<file path="config.mk">
export PLATFORM = sky130hd
export DESIGN_NAME = twdr_ctrl
export DESIGN_NICKNAME = d
export VERILOG_FILES = /design/src/rtl/core/twdr_pkg.sv /design/src/rtl/core/twdr_ctrl.sv
export SDC_FILE = /design/constraint.sdc
export NUM_CORES = 1
export LEC_CHECK = 0
export BUFFER_PORTS_ARGS = -buffer_cell sky130_fd_sc_hd__buf_4
export CAP_MARGIN = 15
export CORE_UTILIZATION = 45
export CTS_BUF_LIST = sky130_fd_sc_hd__clkbuf_4 sky130_fd_sc_hd__clkbuf_8
export DETAILED_ROUTE_END_ITERATION = 6
export GPL_TIMING_DRIVEN = 0
export PLACE_DENSITY = 0.67
export SLEW_MARGIN = 20
export SYNTH_ARGS = -nofsm -noshare
export SYNTH_HDL_FRONTEND = slang
export SYNTH_SLANG_ARGS = --single-unit
</file>
<file path="constraint.sdc">
create_clock -name clk -period 1.78 [get_ports clk]
set_input_delay 0.089 -clock clk [delete_from_list [all_inputs] [get_ports clk]]
set_output_delay 0.089 -clock clk [all_outputs]
set_load 0.01 [all_outputs]
</file>
<file path="src/rtl/core/twdr_pkg.sv">
package twdr_pkg;

  typedef logic [4:0] op_t;

  localparam op_t OP_IDLE  = 5'd0;
  localparam op_t OP_LOAD  = 5'd1;
  localparam op_t OP_MUL_L = 5'd2;
  localparam op_t OP_MUL_R = 5'd3;
  localparam op_t OP_MUL_F = 5'd4;
  localparam op_t OP_DELTA = 5'd5;
  localparam op_t OP_PREP  = 5'd6;
  localparam op_t OP_DIV   = 5'd7;
  localparam op_t OP_TURN  = 5'd8;
  localparam op_t OP_MUL_S = 5'd9;
  localparam op_t OP_SIDE  = 5'd10;
  localparam op_t OP_FOLD  = 5'd11;
  localparam op_t OP_ROT   = 5'd12;
  localparam op_t OP_FLIP  = 5'd13;
  localparam op_t OP_P1    = 5'd14;
  localparam op_t OP_P2    = 5'd15;
  localparam op_t OP_P3    = 5'd16;
  localparam op_t OP_P4    = 5'd17;
  localparam op_t OP_P5    = 5'd18;
  localparam op_t OP_EMIT  = 5'd19;

  typedef struct packed {
    op_t        op;
    logic [4:0] step;
  } cmd_t;

  typedef struct packed {
    logic out_busy;
  } status_t;

  typedef struct packed {
    logic        tracking_enable;
    logic [15:0] angle_to_distance;
    logic [20:0] side_wheel_offset;
    logic [20:0] front_wheel_offset;
  } cfg_t;

  localparam logic [1:0] REG_ENABLE = 2'd0;
  localparam logic [1:0] REG_A2D    = 2'd1;
  localparam logic [1:0] REG_SIDE   = 2'd2;
  localparam logic [1:0] REG_FRONT  = 2'd3;

  localparam int DIV_BITS = 49;
  localparam int ATAN_LEN = 24;
  localparam logic signed [33:0] CORDIC_GAIN = 34'sd652032874;
  localparam logic signed [34:0] RAD_TO_BAM  = 35'sd683565276;

  function automatic logic [31:0] atan_bam(input logic [4:0] i);
    logic [31:0] v;
    case (i)
      5'd0:  v = 32'd536870912;
      5'd1:  v = 32'd316933406;
      5'd2:  v = 32'd167458907;
      5'd3:  v = 32'd85004756;
      5'd4:  v = 32'd42667331;
      5'd5:  v = 32'd21354465;
      5'd6:  v = 32'd10679838;
      5'd7:  v = 32'd5340245;
      5'd8:  v = 32'd2670163;
      5'd9:  v = 32'd1335087;
      5'd10: v = 32'd667544;
      5'd11: v = 32'd333772;
      5'd12: v = 32'd166886;
      5'd13: v = 32'd83443;
      5'd14: v = 32'd41722;
      5'd15: v = 32'd20861;
      5'd16: v = 32'd10430;
      5'd17: v = 32'd5215;
      5'd18: v = 32'd2608;
      5'd19: v = 32'd1304;
      5'd20: v = 32'd652;
      5'd21: v = 32'd326;
      5'd22: v = 32'd163;
      5'd23: v = 32'd81;
      default: v = 32'd0;
    endcase
    return v;
  endfunction

endpackage

</file>
<file path="src/rtl/core/twdr_ctrl.sv">
module twdr_ctrl #(
  parameter int NSTEPS = 16
) (
  input  logic               clk,
  input  logic               rst_n,
  input  logic               in_valid,
  input  logic               enable,
  input  twdr_pkg::status_t  status,
  output logic               in_ready,
  output twdr_pkg::cmd_t     cmd
);

  localparam logic [4:0] S_IDLE  = 5'd0;
  localparam logic [4:0] S_MUL_L = 5'd1;
  localparam logic [4:0] S_MUL_R = 5'd2;
  localparam logic [4:0] S_MUL_F = 5'd3;
  localparam logic [4:0] S_DELTA = 5'd4;
  localparam logic [4:0] S_PREP  = 5'd5;
  localparam logic [4:0] S_DIV   = 5'd6;
  localparam logic [4:0] S_TURN  = 5'd7;
  localparam logic [4:0] S_MUL_S = 5'd8;
  localparam logic [4:0] S_SIDE  = 5'd9;
  localparam logic [4:0] S_FOLD  = 5'd10;
  localparam logic [4:0] S_ROT   = 5'd11;
  localparam logic [4:0] S_FLIP  = 5'd12;
  localparam logic [4:0] S_P1    = 5'd13;
  localparam logic [4:0] S_P2    = 5'd14;
  localparam logic [4:0] S_P3    = 5'd15;
  localparam logic [4:0] S_P4    = 5'd16;
  localparam logic [4:0] S_P5    = 5'd17;
  localparam logic [4:0] S_EMIT  = 5'd18;

  localparam logic [5:0] DIV_LAST = 6'(twdr_pkg::DIV_BITS - 1);
  localparam logic [5:0] ROT_LAST = 6'(NSTEPS - 1);

  logic [4:0] state_r, state_nxt;
  logic [5:0] cnt_r, cnt_nxt;

  assign in_ready = (state_r == S_IDLE);

  always_comb begin
    state_nxt = state_r;
    cnt_nxt   = cnt_r;
    cmd.step  = cnt_r[4:0];
    cmd.op    = twdr_pkg::OP_IDLE;
    case (state_r)
      S_IDLE: begin
        // a word taken while disabled is dropped
        if (in_valid && enable) begin
          cmd.op    = twdr_pkg::OP_LOAD;
          state_nxt = S_MUL_L;
        end
      end
      S_MUL_L: begin cmd.op = twdr_pkg::OP_MUL_L; state_nxt = S_MUL_R; end
      S_MUL_R: begin cmd.op = twdr_pkg::OP_MUL_R; state_nxt = S_MUL_F; end
      S_MUL_F: begin cmd.op = twdr_pkg::OP_MUL_F; state_nxt = S_DELTA; end
      S_DELTA: begin cmd.op = twdr_pkg::OP_DELTA; state_nxt = S_PREP; end
      S_PREP: begin
        cmd.op    = twdr_pkg::OP_PREP;
        cnt_nxt   = '0;
        state_nxt = S_DIV;
      end
      S_DIV: begin
        cmd.op  = twdr_pkg::OP_DIV;
        cnt_nxt = cnt_r + 6'd1;
        if (cnt_r == DIV_LAST) state_nxt = S_TURN;
      end
      S_TURN:  begin cmd.op = twdr_pkg::OP_TURN;  state_nxt = S_MUL_S; end
      S_MUL_S: begin cmd.op = twdr_pkg::OP_MUL_S; state_nxt = S_SIDE; end
      S_SIDE:  begin cmd.op = twdr_pkg::OP_SIDE;  state_nxt = S_FOLD; end
      S_FOLD: begin
        cmd.op    = twdr_pkg::OP_FOLD;
        cnt_nxt   = '0;
        state_nxt = S_ROT;
      end
      S_ROT: begin
        cmd.op  = twdr_pkg::OP_ROT;
        cnt_nxt = cnt_r + 6'd1;
        if (cnt_r == ROT_LAST) state_nxt = S_FLIP;
      end
      S_FLIP: begin cmd.op = twdr_pkg::OP_FLIP; state_nxt = S_P1; end
      S_P1:   begin cmd.op = twdr_pkg::OP_P1;   state_nxt = S_P2; end
      S_P2:   begin cmd.op = twdr_pkg::OP_P2;   state_nxt = S_P3; end
      S_P3:   begin cmd.op = twdr_pkg::OP_P3;   state_nxt = S_P4; end
      S_P4:   begin cmd.op = twdr_pkg::OP_P4;   state_nxt = S_P5; end
      S_P5:   begin cmd.op = twdr_pkg::OP_P5;   state_nxt = S_EMIT; end
      S_EMIT: begin
        // hold until the output register has been drained
        if (!status.out_busy) begin
          cmd.op    = twdr_pkg::OP_EMIT;
          state_nxt = S_IDLE;
        end
      end
      default: state_nxt = S_IDLE;
    endcase
  end

  always_ff @(posedge clk) begin
    if (!rst_n) begin
      state_r <= S_IDLE;
      cnt_r   <= '0;
    end else begin
      state_r <= state_nxt;
      cnt_r   <= cnt_nxt;
    end
  end

endmodule

</file>
==> impl_metrics.py <==
metrics = {
    "worst_setup_path": {
        "critical_path.cell_chain": "buf_2 -> buf_2 -> nand2_1 -> xor2_1 -> nor2_1 -> buf_4",
        "worstSetupStartpointType": "register",
        "cp.required_ns": 1.69,
        "slowest_delay_ns": 0.30,
        "cp_slowest_cell": "dfxtp_1",
        "rr_worst_depth": 5,
        "cpMostUsedCell": "buf_2",
        "crit_family": "buffers and inverters",
        "rrSetupSlack_ns": 0.22,
        "critPathBufInv": 3,
        "reg2reg_from": "state_r[2]",
        "crit-reg2reg-capture": "cnt_r[1]",
        "critical_path_arrival_ns": 1.53,
        "worst_setup_path_end_kind": "output port",
        "crit_type": "reg2out",
        "critPathMaxFanout": 10,
    },
    "cells_and_area": {
        "final_core_util_pct": 58.4,
        "drive_gt1_share_pct": 33.1,
        "design.final.nets": 129,
        "synthToLayoutAreaGrowth_pct": 20.8,
        "design_area_sq_um": 1020,
        "diodes": 0,
    },
    "place": {
        "dpl.hpwl_mm": 1.35,
        "place_congestion": 0.825,
        "buffer_ports.inserted": 15,
        "place_area_sq_um": 987,
    },
    "power": {
        "clkPwrFrac_pct": 15.2,
        "power.share.switching_pct": 41.3,
        "power_frac_comb_pct": 59.1,
        "p_leak_uw": 0.000444,
        "ir_drop_v": 0.000716,
        "share_seq_of_total_power_pct": 25.7,
        "pwr_density_cell_nw_per_um2": 1220,
        "p_sw_uw": 512,
        "p_int_uw": 729,
    },
    "synth": {
        "nets_in_the_synthesized_netlist": 109,
        "ys_seq_area_share_pct": 26.1,
        "yosys_register_bits": 11,
        "synth.lib_cells_used.distinct": 38,
        "ys.warnings.count": 0,
        "synth.avg_cell_area_sq_um": 8.27,
        "synthesized_instance_count": 102,
        "syn-cell-area_sq_um": 843,
    },
    "routing": {
        "drt.antenna.violating_nets": 0,
        "routed-via-count": 809,
        "met3RoutedLength_microns": 94,
        "met2_routed_length_microns": 798,
        "m1WireLength_microns": 926,
        "drt_wl_total_mm": 1.84,
        "post_drt_via_cell_ratio": 5.54,
        "drt-wirelength-per-cell_microns": 12.6,
        "drt_first_iter_violations": 18,
        "highest-signal-layer": "met4",
        "detail_route.drc_violations": 0,
        "drt_first_pass_iters": 4,
    },
    "floorplan": {
        "fp.coreArea_sq_um": 1750,
        "initial_utilization_pct": 48.3,
        "placementRows": 15,
        "die_width_microns": 45.3,
        "die-area_sq_um": 2050,
        "die_y_microns": 45.3,
        "pin_count": 16,
    },
    "sta": {
        "worst-slew-pin-transition_ns": 0.425,
        "fin_tns_setup_ns": 0,
        "min_period_over_period_pct": 90.9,
        "number_of_hold_violations_in_the_final_report": 0,
        "relSlewSlack_pct": 71.5,
        "slew_viol_final": 0,
        "period_minus_slack_ns": 1.62,
        "max_freq_ghz": 0.618,
        "fin_skew_ns": 0.00152,
        "grt_setup_unrepaired": "no",
        "timing.final.setup_violations": 0,
        "whs_ns": 0.0858,
    },
    "global_routing": {
        "antenna_violations_before_repair": 0,
        "grt_first_pass_wirelength_mm": 2.95,
        "grt_overflow_total": 0,
        "grtUsageTotal_pct": 20.5,
        "grt_pass1_vias": 666,
        "pin_count_of_the_biggest_net_entering_global_routing": 11,
    },
    "clock_network": {
        "cts_buffers": 3,
        "tritoncts_clock_tree": "yes",
        "worst_setup_hold_path_clk_slew_ns": 0.07,
        "clock_insertion_delay_worst_skew_ns": 0.27,
        "ctsRootBufferMaster": "clkbuf_4",
        "cts.hold.buffers_added": 0,
        "clock_tree.htree_level_count": 1,
        "cts_sinks": 11,
        "max-clock-path-buffers": 2,
    },
    "worst_hold_path": {
        "worst_hold_path.num_cells": 3,
        "min_from": "rst_n",
        "min_to": "state_r[1]",
        "min_path_type": "in2reg",
    },
    "job": {
        "max_cap_violations": 0,
    },
    "status": {
        "outcome": "finished, final reports clean",
    },
}
-- metal layers --
metal,up-vias,track usage (%)
met5,-,0
met4,0,9.09
met3,2,6.00
met2,21,27.2
met1,371,30.0
li1,415,-
-- Yosys cell counts (all sizes together) --
cell type / count / area (sq um)
a211oi: 2 / 15.0
a21boi: 1 / 7.51
a21o: 3 / 22.5
a21oi: 3 / 15.0
a221oi: 1 / 8.76
a31o: 1 / 8.76
and3: 4 / 25.0
and4bb: 1 / 12.5
buf: 10 / 65.1
clkbuf: 2 / 7.51
dfxtp: 11 / 220
ha: 2 / 25.0
inv: 2 / 7.51
nand2: 8 / 30.0
nand2b: 2 / 12.5
nand3: 1 / 5.00
nand3b: 1 / 7.51
nand4bb: 1 / 11.3
nor2: 6 / 22.5
nor2b: 5 / 31.3
nor3: 3 / 20.0
nor3b: 1 / 7.51
nor4: 2 / 12.5
nor4b: 3 / 41.3
o211a: 1 / 10.0
o21a: 3 / 22.5
o21ai: 10 / 50.0
o221a: 4 / 45.0
o22a: 1 / 17.5
o22ai: 1 / 6.26
or3: 3 / 23.8
or3b: 1 / 8.76
xor2: 2 / 17.5
-- timing repair --
action	4_1_cts	5_1_grt
setup endpoints to repair	0	1
gates resized for setup	0	2
setup buffers	0	0
-- how the worst max path moves through the flow --
stage	startpoint	end	cells after the start
after global routing	state_r[1]	cmd[5]	5
after global placement	state_r[3]	state_r[3]	4
after CTS	state_r[4]	cmd[5]	4
after floorplan	state_r[3]	state_r[3]	4
final	state_r[1]	cmd[7]	6
after detailed placement	state_r[3]	state_r[3]	4
-- cell usage in the layout (no fill, tap or decap), types with 2 or more instances in the layout --
cell	n
o221a_2	4
nor2_1	6
nor4_1	2
nor3_1	2
a21o_1	3
a211oi_1	2
a21oi_1	3
ha_1	2
nand2b_1	2
and3_1	4
nand2_1	8
buf_4	21
nor4b_1	2
or3_1	2
o21a_1	3
dfxtp_1	11
buf_2	4
inv_1	2
clkbuf_4	4
o21ai_0	5
nor2b_1	5
xor2_1	2
o21ai_1	5
-- layout make-up --
type | instances | area (sq um)
Buffer | 12 | 73.8
Timing Repair Buffer | 15 | 113
Tap cell | 25 | 31.3
Multi-Input combinational cell | 77 | 543
Fill cell | 168 | 727
Inverter | 2 | 7.51
Sequential cell | 11 | 220
Clock buffer | 4 | 30.0
-- worst register-to-register path, stage by stage, from the launching register on --
cell and delay [ns]:
dfxtp_1 0.42, buf_4 0.22, nor3b_1 0.18, o21ai_0 0.11
a21o_1 0.25, a31o_2 0.27
-- flip-flops by register name, indices dropped and copies added (netlist names) --
signal / cells
state_r: 5
cnt_r: 6
-- per-stage QoR --
stage / setup WS [ns] / power (uW) / std cells
detailed placement: 0.241 / 1050 / 142
global route: 0.0191 / 1340 / 146
floorplan: 0.423 / 838 / 102
finish: 0.162 / 1240 / 146
CTS: 0.146 / 1250 / 146
global placement: 0.240 / 1040 / 142
-- cells by family after synthesis --
logic type	synth area share [%]
AOI/OAI and AO/OA	27.2
and+or+nand+nor	32.2
adders and majority gates	2.97
DFF	26.1
buffers and inverters	9.50
xor gates and xnor gates	2.08
-- power groups by stage --
stage               Sequential, uW  Clock (uW)  Combinational (uW)
finish                         319         188                 734
CTS                            319         197                 733
floorplan                      315           0                 523
detailed placement             325           0                 729
global placement               324           0                 720
global route                   324         212                 803
Note: power is estimated with default switching activity, not from simulation.
